$ cat config.mk
export PLATFORM = sky130hd
export DESIGN_NAME = pressure_sensor_readout_sequencer_top
export DESIGN_NICKNAME = d
export VERILOG_FILES = /design/src/sv/psrs_pkg.sv /design/src/sv/pressure_sensor_readout_sequencer_top.sv /design/src/sv/psrs_ctrl.sv /design/src/sv/psrs_conv.sv
export SDC_FILE = /design/constraint.sdc
export NUM_CORES = 1
export LEC_CHECK = 0
export BUFFER_PORTS_ARGS = -buffer_cell sky130_fd_sc_hd__buf_4
export CORE_MARGIN = 4
export CORE_UTILIZATION = 46
export CTS_CLUSTER_SIZE = 24
export DETAILED_ROUTE_END_ITERATION = 16
export PLACE_DENSITY = 0.67
export SLEW_MARGIN = 40
export SYNTH_ARGS = -nofsm -noshare
export SYNTH_HDL_FRONTEND = slang
export SYNTH_SLANG_ARGS = --single-unit
export TNS_END_PERCENT = 1
$ cat constraint.sdc
create_clock -name aclk -period 30.4 [get_ports aclk]
set_input_delay 3.04 -clock aclk [delete_from_list [all_inputs] [get_ports aclk]]
set_output_delay 3.04 -clock aclk [all_outputs]
set_load 0.02 [all_outputs]
$ cat src/sv/psrs_pkg.sv
package psrs_pkg;

    localparam int unsigned CMD_W    = 8;
    localparam int unsigned PERIOD_W = 11;
    localparam int unsigned CFG_W    = 11;
    localparam int unsigned PHASE_W  = 10;
    localparam int unsigned TIME_W   = 64;
    localparam int unsigned RAW_W    = 24;
    localparam int unsigned PRES_W   = 22;
    localparam int unsigned TEMP_W   = 17;
    localparam int unsigned DELAY_W  = 63;
    localparam int unsigned IDX_W    = 3;
    localparam int unsigned STORE_N  = 6;
    localparam int unsigned S_DATA_W = 80;
    localparam int unsigned M_DATA_W = 240;

    localparam logic [CMD_W-1:0]    COMMAND_RESET = 8'd170;
    localparam logic [PERIOD_W-1:0] PERIOD_RESET  = 11'd100;
    localparam logic [PERIOD_W-1:0] PHASE_MAX     = 11'd1024;
    localparam logic [7:0]          STATUS_OK     = 8'h40;
    localparam logic [IDX_W-1:0]    LAST_INDEX    = 3'd6;

    localparam logic [12:0]         P_SCALE  = 13'd6250;
    localparam logic [PRES_W-1:0]   P_OFFSET = 22'd160000;
    localparam logic [6:0]          T_SCALE  = 7'd125;
    localparam logic [TEMP_W-1:0]   T_OFFSET = 17'd59686;

    typedef enum logic {
        CFG_COMMAND_BYTE = 1'b0,
        CFG_START_PERIOD = 1'b1
    } cfg_index_t;

    typedef enum logic {
        KIND_TICK = 1'b0,
        KIND_BYTE = 1'b1
    } kind_t;

    typedef enum logic [1:0] {
        ACT_START = 2'd0,
        ACT_READ  = 2'd1,
        ACT_MEAS  = 2'd2
    } action_t;

    typedef struct packed {
        action_t             action;
        logic [CMD_W-1:0]    command;
        logic [RAW_W-1:0]    praw;
        logic [RAW_W-1:0]    traw;
        logic [TIME_W-1:0]   ready_stamp;
        logic [TIME_W-1:0]   done_stamp;
        logic [DELAY_W-1:0]  group_delay;
    } psrs_req_t;

endpackage

$ cat src/sv/pressure_sensor_readout_sequencer_top.sv
// two register stages; a result passes the request register, then the output register, before m_tvalid
// throughput: one request per cycle, stalls only when both pipeline registers are full
// the request register and the output register each sit behind a ready/valid stage
// reset: synchronous, active low; clears phase, ready level, times, byte index, valid flags
// reset loads command byte 170 and start period 100; frame bytes are not cleared
module pressure_sensor_readout_sequencer_top
    import psrs_pkg::*;
(
    input  logic                 aclk,
    input  logic                 aresetn,
    input  logic                 cfg_we,
    input  logic                 cfg_index,
    input  logic [CFG_W-1:0]     cfg_data,
    input  logic                 s_tvalid,
    output logic                 s_tready,
    input  logic [S_DATA_W-1:0]  s_tdata,   // ready_level, rx_byte[7:0], now_us[63:0], zero pad
    input  logic                 s_tuser,   // kind
    output logic                 m_tvalid,
    input  logic                 m_tready,
    output logic [M_DATA_W-1:0]  m_tdata,   // command_out, pressure, temperature, ready_stamp,
                                            // done_stamp, group_delay, zero pad
    output logic [1:0]           m_tuser    // action
);

    logic      req_valid;
    logic      req_ready;
    psrs_req_t req;

    psrs_ctrl u_ctrl (
        .aclk        (aclk),
        .aresetn     (aresetn),
        .cfg_we      (cfg_we),
        .cfg_index   (cfg_index),
        .cfg_data    (cfg_data),
        .s_tvalid    (s_tvalid),
        .s_tready    (s_tready),
        .kind        (s_tuser),
        .ready_level (s_tdata[0]),
        .rx_byte     (s_tdata[8:1]),
        .now_us      (s_tdata[72:9]),
        .req_ready   (req_ready),
        .req_valid   (req_valid),
        .req         (req)
    );

    psrs_conv u_conv (
        .aclk      (aclk),
        .aresetn   (aresetn),
        .req_valid (req_valid),
        .req_ready (req_ready),
        .req       (req),
        .m_tvalid  (m_tvalid),
        .m_tready  (m_tready),
        .m_tdata   (m_tdata),
        .m_tuser   (m_tuser)
    );

endmodule

$ cat src/sv/psrs_ctrl.sv
module psrs_ctrl
    import psrs_pkg::*;
(
    input  logic                 aclk,
    input  logic                 aresetn,
    input  logic                 cfg_we,
    input  logic                 cfg_index,
    input  logic [CFG_W-1:0]     cfg_data,
    input  logic                 s_tvalid,
    output logic                 s_tready,
    input  logic                 kind,
    input  logic                 ready_level,
    input  logic [7:0]           rx_byte,
    input  logic [TIME_W-1:0]    now_us,
    input  logic                 req_ready,
    output logic                 req_valid,
    output psrs_req_t            req
);

    logic [CMD_W-1:0]    command_reg;
    logic [PERIOD_W-1:0] period_reg;
    logic [PHASE_W-1:0]  phase_reg, phase_next;
    logic                prev_ready_reg, prev_ready_next;
    logic [TIME_W-1:0]   launch_reg, launch_next;
    logic [TIME_W-1:0]   ready_time_reg, ready_time_next;
    logic [IDX_W-1:0]    index_reg, index_next;
    logic [7:0]          frame_reg [STORE_N];
    logic                req_valid_reg, req_valid_next;
    psrs_req_t           req_reg, req_next;

    logic                accept;
    logic                hit;
    logic [PERIOD_W-1:0] eff_period;
    logic [PERIOD_W-1:0] phase_inc;
    logic [TIME_W-1:0]   delay_full;

    assign s_tready  = !req_valid_reg || req_ready;
    assign accept    = s_tvalid && s_tready;
    assign req_valid = req_valid_reg;
    assign req       = req_reg;

    // config registers
    always_ff @(posedge aclk) begin
        if (!aresetn) begin
            command_reg <= COMMAND_RESET;
            period_reg  <= PERIOD_RESET;
        end else if (cfg_we) begin
            unique case (cfg_index_t'(cfg_index))
                CFG_COMMAND_BYTE: command_reg <= cfg_data[CMD_W-1:0];
                CFG_START_PERIOD: period_reg  <= cfg_data[PERIOD_W-1:0];
            endcase
        end
    end

    always_comb begin
        if (period_reg == '0) begin
            eff_period = PERIOD_W'(1);
        end else if (period_reg > PHASE_MAX) begin
            eff_period = PHASE_MAX;
        end else begin
            eff_period = period_reg;
        end
    end

    assign phase_inc  = {1'b0, phase_reg} + PERIOD_W'(1);
    assign delay_full = ready_time_reg - launch_reg;

    always_comb begin
        phase_next      = phase_reg;
        prev_ready_next = prev_ready_reg;
        launch_next     = launch_reg;
        ready_time_next = ready_time_reg;
        index_next      = index_reg;
        hit             = 1'b0;
        req_next        = '0;
        req_next.action = ACT_START;
        if (accept) begin
            unique case (kind_t'(kind))
                KIND_TICK: begin
                    if (phase_reg == '0) begin
                        launch_next      = now_us;
                        hit              = 1'b1;
                        req_next.action  = ACT_START;
                        req_next.command = command_reg;
                    end else if (!prev_ready_reg && ready_level) begin
                        ready_time_next  = now_us;
                        hit              = 1'b1;
                        req_next.action  = ACT_READ;
                    end
                    prev_ready_next = ready_level;
                    if (phase_inc >= eff_period) begin
                        phase_next = '0;
                    end else begin
                        phase_next = phase_inc[PHASE_W-1:0];
                    end
                end
                KIND_BYTE: begin
                    if (index_reg < LAST_INDEX) begin
                        index_next = index_reg + IDX_W'(1);
                    end else begin
                        index_next = '0;
                        if (frame_reg[0] == STATUS_OK) begin
                            hit                  = 1'b1;
                            req_next.action      = ACT_MEAS;
                            req_next.praw        = {frame_reg[1], frame_reg[2], frame_reg[3]};
                            req_next.traw        = {frame_reg[4], frame_reg[5], rx_byte};
                            req_next.ready_stamp = ready_time_reg;
                            req_next.done_stamp  = now_us;
                            req_next.group_delay = delay_full[TIME_W-1:1];
                        end
                    end
                end
            endcase
        end
    end

    always_comb begin
        if (accept) begin
            req_valid_next = hit;
        end else if (req_ready) begin
            req_valid_next = 1'b0;
        end else begin
            req_valid_next = req_valid_reg;
        end
    end

    always_ff @(posedge aclk) begin
        if (!aresetn) begin
            phase_reg      <= '0;
            prev_ready_reg <= 1'b0;
            launch_reg     <= '0;
            ready_time_reg <= '0;
            index_reg      <= '0;
            req_valid_reg  <= 1'b0;
        end else begin
            phase_reg      <= phase_next;
            prev_ready_reg <= prev_ready_next;
            launch_reg     <= launch_next;
            ready_time_reg <= ready_time_next;
            index_reg      <= index_next;
            req_valid_reg  <= req_valid_next;
        end
    end

    // frame byte store
    always_ff @(posedge aclk) begin
        if (accept && kind_t'(kind) == KIND_BYTE && index_reg < LAST_INDEX) begin
            frame_reg[index_reg] <= rx_byte;
        end
    end

    always_ff @(posedge aclk) begin
        if (accept) begin
            req_reg <= req_next;
        end
    end

endmodule

$ cat src/sv/psrs_conv.sv
module psrs_conv
    import psrs_pkg::*;
(
    input  logic                 aclk,
    input  logic                 aresetn,
    input  logic                 req_valid,
    output logic                 req_ready,
    input  psrs_req_t            req,
    output logic                 m_tvalid,
    input  logic                 m_tready,
    output logic [M_DATA_W-1:0]  m_tdata,
    output logic [1:0]           m_tuser
);

    logic                    out_valid_reg, out_valid_next;
    logic [M_DATA_W-1:0]     data_reg, data_next;
    logic [1:0]              user_reg;

    logic [36:0]             p_prod;
    logic [30:0]             t_prod;
    logic [PRES_W-1:0]       pressure;
    logic [TEMP_W-1:0]       temperature;
    logic                    is_meas;

    assign req_ready = !out_valid_reg || m_tready;
    assign m_tvalid  = out_valid_reg;
    assign m_tdata   = data_reg;
    assign m_tuser   = user_reg;

    // fixed-point scaling of the raw words
    assign p_prod      = {13'b0, req.praw} * {24'b0, P_SCALE};
    assign t_prod      = {7'b0, req.traw} * {24'b0, T_SCALE};
    assign is_meas     = req.action == ACT_MEAS;
    assign pressure    = is_meas ? ({1'b0, p_prod[36:16]} - P_OFFSET) : '0;
    assign temperature = is_meas ? ({2'b0, t_prod[30:16]} + T_OFFSET) : '0;

    assign data_next = {2'b0, req.group_delay, req.done_stamp, req.ready_stamp,
                        temperature, pressure, req.command};

    always_comb begin
        if (req_ready) begin
            out_valid_next = req_valid;
        end else begin
            out_valid_next = out_valid_reg;
        end
    end

    always_ff @(posedge aclk) begin
        if (!aresetn) begin
            out_valid_reg <= 1'b0;
        end else begin
            out_valid_reg <= out_valid_next;
        end
    end

    always_ff @(posedge aclk) begin
        if (req_ready && req_valid) begin
            data_reg <= data_next;
            user_reg <= req.action;
        end
    end

endmodule

* After elaboration in Yosys (flattened, before gate mapping) *
Memory sizes are Yosys's and may differ from the RTL's. A register that Yosys moved wholly into a read port is not among the register bits.
Cells that the tools add are included.

cells by class
  $lt $le $gt $ge = 3
  mux-type cells = 18
  equal/unequal tests = 2
  divide/modulo/power cells = 0
  $mul = 2
  bitwise gates (word level) = 4
  $add $sub $neg = 5
  shifts and indexed selects = 0
  reduce and logical (&&, ||, !) cells = 21

operators by type and width
  kind                                                                   number
  64-bit subtractor                                                      1
  24-bit by 12-bit multiplier with 36-bit output, second input constant  1
  24-bit by 7-bit multiplier with 31-bit output, second input constant   1
  11-bit two-way mux                                                     2
  21-bit by 18-bit subtractor with 22-bit output, second input constant  1
  15-bit by 16-bit adder with 17-bit output, second input constant       1
  10-bit by 1-bit adder with 11-bit output, second input constant        1
  11-bit >= comparator                                                   1
  11-bit greater-than comparator, second input constant                  1
  11-bit logical NOT                                                     1
  10-bit logical NOT                                                     1
  10-bit two-way mux                                                     1
  1-bit two-way mux                                                      9
  8-bit by 7-bit equality test with 1-bit output, second input constant  1
  2-bit AND reduction                                                    4
  2-bit two-way mux                                                      3
  1-bit logical AND                                                      5
  1-bit inverter                                                         4
  2-bit case mux with 2 select lines                                     1
  4-bit AND reduction                                                    1
  3-bit by 1-bit adder with 3-bit output, second input constant          1
  1-bit logical NOT                                                      3
  3-bit less-than comparator, second input constant                      1
  3-bit two-way mux                                                      1
  other kinds (7)                                                        8

word-level totals
  bits in registers = 628
  bits in latches = 0
  bits in read-only memories = 0
  bits in writable memories = 48
  memories = 1

memory list
  memory            words  width  read ports  clocked after memory_dff  wr ports  RTL line         text
  u_ctrl.frame_reg  6      8      6           5                         1         psrs_ctrl.sv:27  logic [7:0] frame_reg [STORE_N];

* Longest topological paths before layout *
  depth after elaboration = 8
  gate-level depth with buffers = 22

* Modules after synthesis *
Synthesis repeated with hierarchy kept, for this count alone.

unflattened totals
  cells, all modules = 3,325
  area, all modules = 37,652.4 um^2

modules (own cells, without submodules)
  module     instances  sequential area each (um^2)  area each (um^2)  cells each
  psrs_ctrl  1          12,161.7                     20,858.8          1,992
  psrs_conv  1          7,226.9                      16,793.6          1,333

* Worst setup path after synthesis *
OpenSTA, ideal clock, no wires.

  path type = in2reg
  start point = input port m_tready
  end point = register u_conv.data_reg[0], in the netlist u_conv.m_tdata[0], enable pin
  arrival = 13.689 ns
  required time = 29.526 ns
  setup slack = 15.838 ns
  stages on the path = 2
  setup time = 0.874 ns
  path through = nor2b_1 -> nor2b_1

on the way
  cells in the longest elaborated chain, start to end = 2

RTL lines
  what                    RTL line                                     text
  start: declaration      pressure_sensor_readout_sequencer_top.sv:19  input logic m_tready,
  1-bit logical OR        psrs_conv.sv:25                              assign req_ready = !out_valid_reg || m_tready;
  1-bit logical AND       psrs_conv.sv:57                              if (req_ready && req_valid) begin
  end signal: assignment  psrs_conv.sv:58                              data_reg <= data_next;
  end: declaration        psrs_conv.sv:16                              logic [M_DATA_W-1:0] data_reg, data_next;

Every way passes these cells.
A chain may end at the register's enable or synchronous reset.

* Final worst setup path *
  start point = input port m_tready
  end point = output port s_tready

on the way
  cells in the longest elaborated chain, start to end = 2

RTL lines
  what              RTL line                                     text
  1-bit logical OR  psrs_conv.sv:25
  1-bit logical OR  psrs_ctrl.sv:37                              assign s_tready = !req_valid_reg || req_ready;
  end: declaration  pressure_sensor_readout_sequencer_top.sv:15  output logic s_tready,

Every way passes these cells.

==> key figures <==
Run status
  • Outcome: finished, final reports clean

Critical path
  • Most used cell, CP: buf_4
  • CP arrival: around 3.7 ns
  • Cell family with most CP delay: simple AND/OR/NAND/NOR gates
  • CP required: 27.36 ns
  • Critical path startpoint category: primary input
  • R2r worst-path depth: 21
  • Buffers and inverters on the worst path: 2
  • CP endpoint kind: output port
  • Crit path max fanout: 3
  • Reg2Reg Setup Slack: about 24 ns
  • Critical path class: in2out
  • FF-to-FF Start: u_ctrl.req[224]
  • Critical path cell sequence: buf_4, nor2b_1, nand2_1, buf_4
  • Largest stage delay, worst path: 0.25 ns
  • CP max-delay cell: nor2b_1
  • Critical register-to-register path endpoint: u_conv.m_tdata[27]

GRT
  • Initial antenna violation count: 3
  • Largest net degree at the start of global routing: 139
  • GR Overflow Total: 0
  • First-pass GRT wire length: 128,200 um
  • GRT Util Overall: 18.65%
  • Vias in the first global route: 23,380

Synthesis
  • Area leader, netlist: edfxtp_1
  • Top-area cell type share of the netlist area: 43.18%
  • Synth cell types: 74
  • Synthesized-area fraction occupied by and/or/nand/nor cells: around 12%
  • Xor and xnor area share after synthesis: 2.463%
  • Post-Synth Adder-Cell Area: 17.79%
  • Post-Syn Instances: 3,260
  • Seq cells post-synth: 700
  • Most frequent cell after synthesis: edfxtp_1
  • Post-synth top cells: 537 x edfxtp_1, 396 x nand2_1, 387 x inv_1
  • Post-Synthesis Cell Area: 37,340 um^2
  • Seq/Total Area, Yosys: 51.92%
  • Post-synthesis compound-gate area fraction: between 10% and 20%
  • Prevailing post-synth register cell: edfxtp_1
  • Largest family of logic cells by synthesized area: adder cells
  • Ys Warns: 0
  • Post-Syn Area per Cell: 11.46 um^2
  • Synth async-reset ratio: 0%
  • Mux cell area share after synthesis: 0.1407%
  • Post-synth EDFFs: 537
  • Ranking of synthesized cells by area: edfxtp_1 43%, ha_1 9.2%, dfxtp_1 8.7%, fa_1 8.6%, nand2_1 4.0%

Job
  • Max cap viols: 0

Final layout
  • Nets: 4,114
  • Max reg flops: between 200 and 250
  • Area Growth Syn to Fin: 16.59%
  • Post-route non-filler standard cell count: 4,705
  • # fillers: 6,939
  • Finished Cell Area: 43,540 um^2
  • Share of layout cells above drive strength 1: 13.69%

Routing
  • DRT antenna net count: 0
  • DR pass1 iterations: 5
  • WL/cell: about 17 um
  • Vias/cell: 5.083
  • Final WL: 81,600 um
  • # DRC: 0
  • Drt initial violations: between 1,000 and 1,500
  • Vias: 23,920

Timing
  • Final setup TNS: 0 ns
  • Min Tclk post-route: a little under 7 ns
  • Hold Vio Cnt, Final: 0
  • Final setup viols: 0
  • Worst-margin pin slew: 0.8089 ns
  • RSZ-0062 raised after global routing: false
  • Hold_ws: 0.4128 ns
  • Maximum clock frequency: 147.8 MHz
  • Tcrit/Tclk final: 22.25%
  • Final Max Tran Viols: 0
  • Final Skew: 0.02745 ns
  • Slew HR: a little under half

Floorplan
  • IO Pins: 342
  • Die height: 292.9 um
  • Core Box Area: 80,550 um^2
  • Die ar.: around 86,000 um^2
  • Row count: 104
  • Initial Util: 46.36%
  • Die Wd: 292.9 um

Power and ir drop
  • Total power: 2.737 mW
  • Pwr dens: approximately 63 nW/um^2
  • Peak supply drop: roughly 0.046 mV
  • Lkg Pwr: 18.52 nW

CTS
  • H-tree level count: 3
  • CTS root buffer: clkbuf_16
  • CTS tree: built
  • Resize count post-CTS: 0
  • Number of CTS-inserted buffers: 76
  • Clk pin slew, worst setup/hold paths: approximately 0.060 ns
  • Sink Count: 700
  • Clock buffer depth: 3
  • CTS Hold Bufs: 0
  • Post-CTS setup buffer count: 0
  • Worst skew pair latency: 0.62 ns

Worst hold path
  • Hold_sp: u_ctrl.req[30]
  • Hold crit path type: reg2reg
  • Hold Path Stages: 0
  • Min-Delay Endpoint: u_conv.m_tdata[205]

Placement
  • I/O Buffers: ~330
  • Placed inst area: approximately 40,000 um^2
  • Routability cong.: 0.9019
  • Dpl cells: 4,561
  • HPWL Detailed: roughly 60,000 um
## worst reg2reg max path, cell delays in order (launching register included)
cell	delay, ns
edfxtp_1	0.47
ha_1	0.34
ha_1	0.33
inv_1	0.09
fa_1	0.54
inv_1	0.06
fa_1	0.53
inv_1	0.05
fa_1	0.52
inv_1	0.04
ha_1	0.33
a21oi_1	0.12
o21ai_0	0.21
o21ba_2	0.29
nor4b_1	0.63
nor2_1	0.20
xnor2_1	0.21
nor3_1	0.38
a21oi_1	0.21
a311o_1	0.38
o21a_1	0.18
nor3_1	0.15
## where the power goes
group          internal, mW  switching, mW  leakage [nW]
logic                 0.304          0.436          10.7
registers              1.07         0.0156          6.56
clock network         0.526          0.388          1.23
total                  1.90          0.839          18.5
## layout by cell type (no fill, tap or decap), types with 12 or more instances in the layout
| master | netlist | routed |
|---|---|---|
| edfxtp_1 | 537 | 537 |
| nand2_1 | 396 | 395 |
| inv_1 | 387 | 387 |
| buf_4 | 2 | 346 |
| ha_1 | 275 | 275 |
| and2_1 | 204 | 202 |
| dfxtp_1 | 163 | 163 |
| fa_1 | 160 | 160 |
| a21boi_0 | 151 | 151 |
| nor2_1 | 141 | 140 |
| a21oi_1 | 118 | 118 |
| clkbuf_16 | 0 | 76 |
| a21o_1 | 74 | 74 |
| o21ai_0 | 71 | 71 |
| xnor2_1 | 59 | 59 |
| xor2_1 | 46 | 46 |
| nand3_1 | 42 | 42 |
| nor3_1 | 34 | 34 |
| nand4_1 | 27 | 27 |
| and3_1 | 21 | 21 |
| nand2b_1 | 20 | 19 |
| nor2b_1 | 18 | 17 |
| a211oi_1 | 15 | 15 |
| a31oi_1 | 14 | 14 |
| clkinv_1 | 2 | 14 |
| o211ai_1 | 13 | 13 |
| nor3b_1 | 13 | 13 |
| clkbuf_1 | 105 | 13 |
| o21bai_1 | 12 | 12 |
| clkinv_2 | 0 | 12 |
## routing by layer
layer / GRT usage, % / part of all wire, %
met1: 24.44 / 43
met2: 30.70 / 47
met3: 5.125 / 7.3
met4: 5.143 / 2.3
met5: 0 / 0.016
## logic make-up after synthesis
kind of cell             count (synthesis)
XOR/XNOR                               105
flip-flops                             700
AND/OR/NAND/NOR                        962
buffers and inverters                  501
multiplexers                             5
AO/OA/AOI/OAI                          551
other                                    1
adder cells (fa/ha/maj)                435
## worst max path at each step
stage	from	end	slack (ns)	cells past startpoint
final	m_tready	s_tready	23.64	4
after global routing	m_tready	s_tready	23.51	4
after CTS	m_tready	s_tready	23.63	4
after detailed placement	m_tready	s_tready	23.63	4
after global placement	m_tready	s_tready	23.64	4
after floorplan	m_tready	u_conv.m_tdata[0]	15.84	2
## cell type report
class	count	area, um^2	area share, %
diodes	1	2.502	0.005748
clock inverters	43	455.4	1.046
inverters	389	1463	3.360
multi-input cells	2060	16100	36.97
clock buffers	98	2074	4.765
flip-flops and latches	700	19390	44.53
repair buffers	354	2730	6.271
well taps	1060	1326	3.046
## per-stage QoR
step,worst slack [ns],util [%]
6_report,23.64,54.05
5_1_grt,23.51,54.05
4_1_cts,23.63,53.98
3_5_place_dp,23.63,50.84
3_3_place_gp,23.64,50.80
2_1_floorplan,15.84,-
No activity file was read; power rests on OpenSTA's default activity.
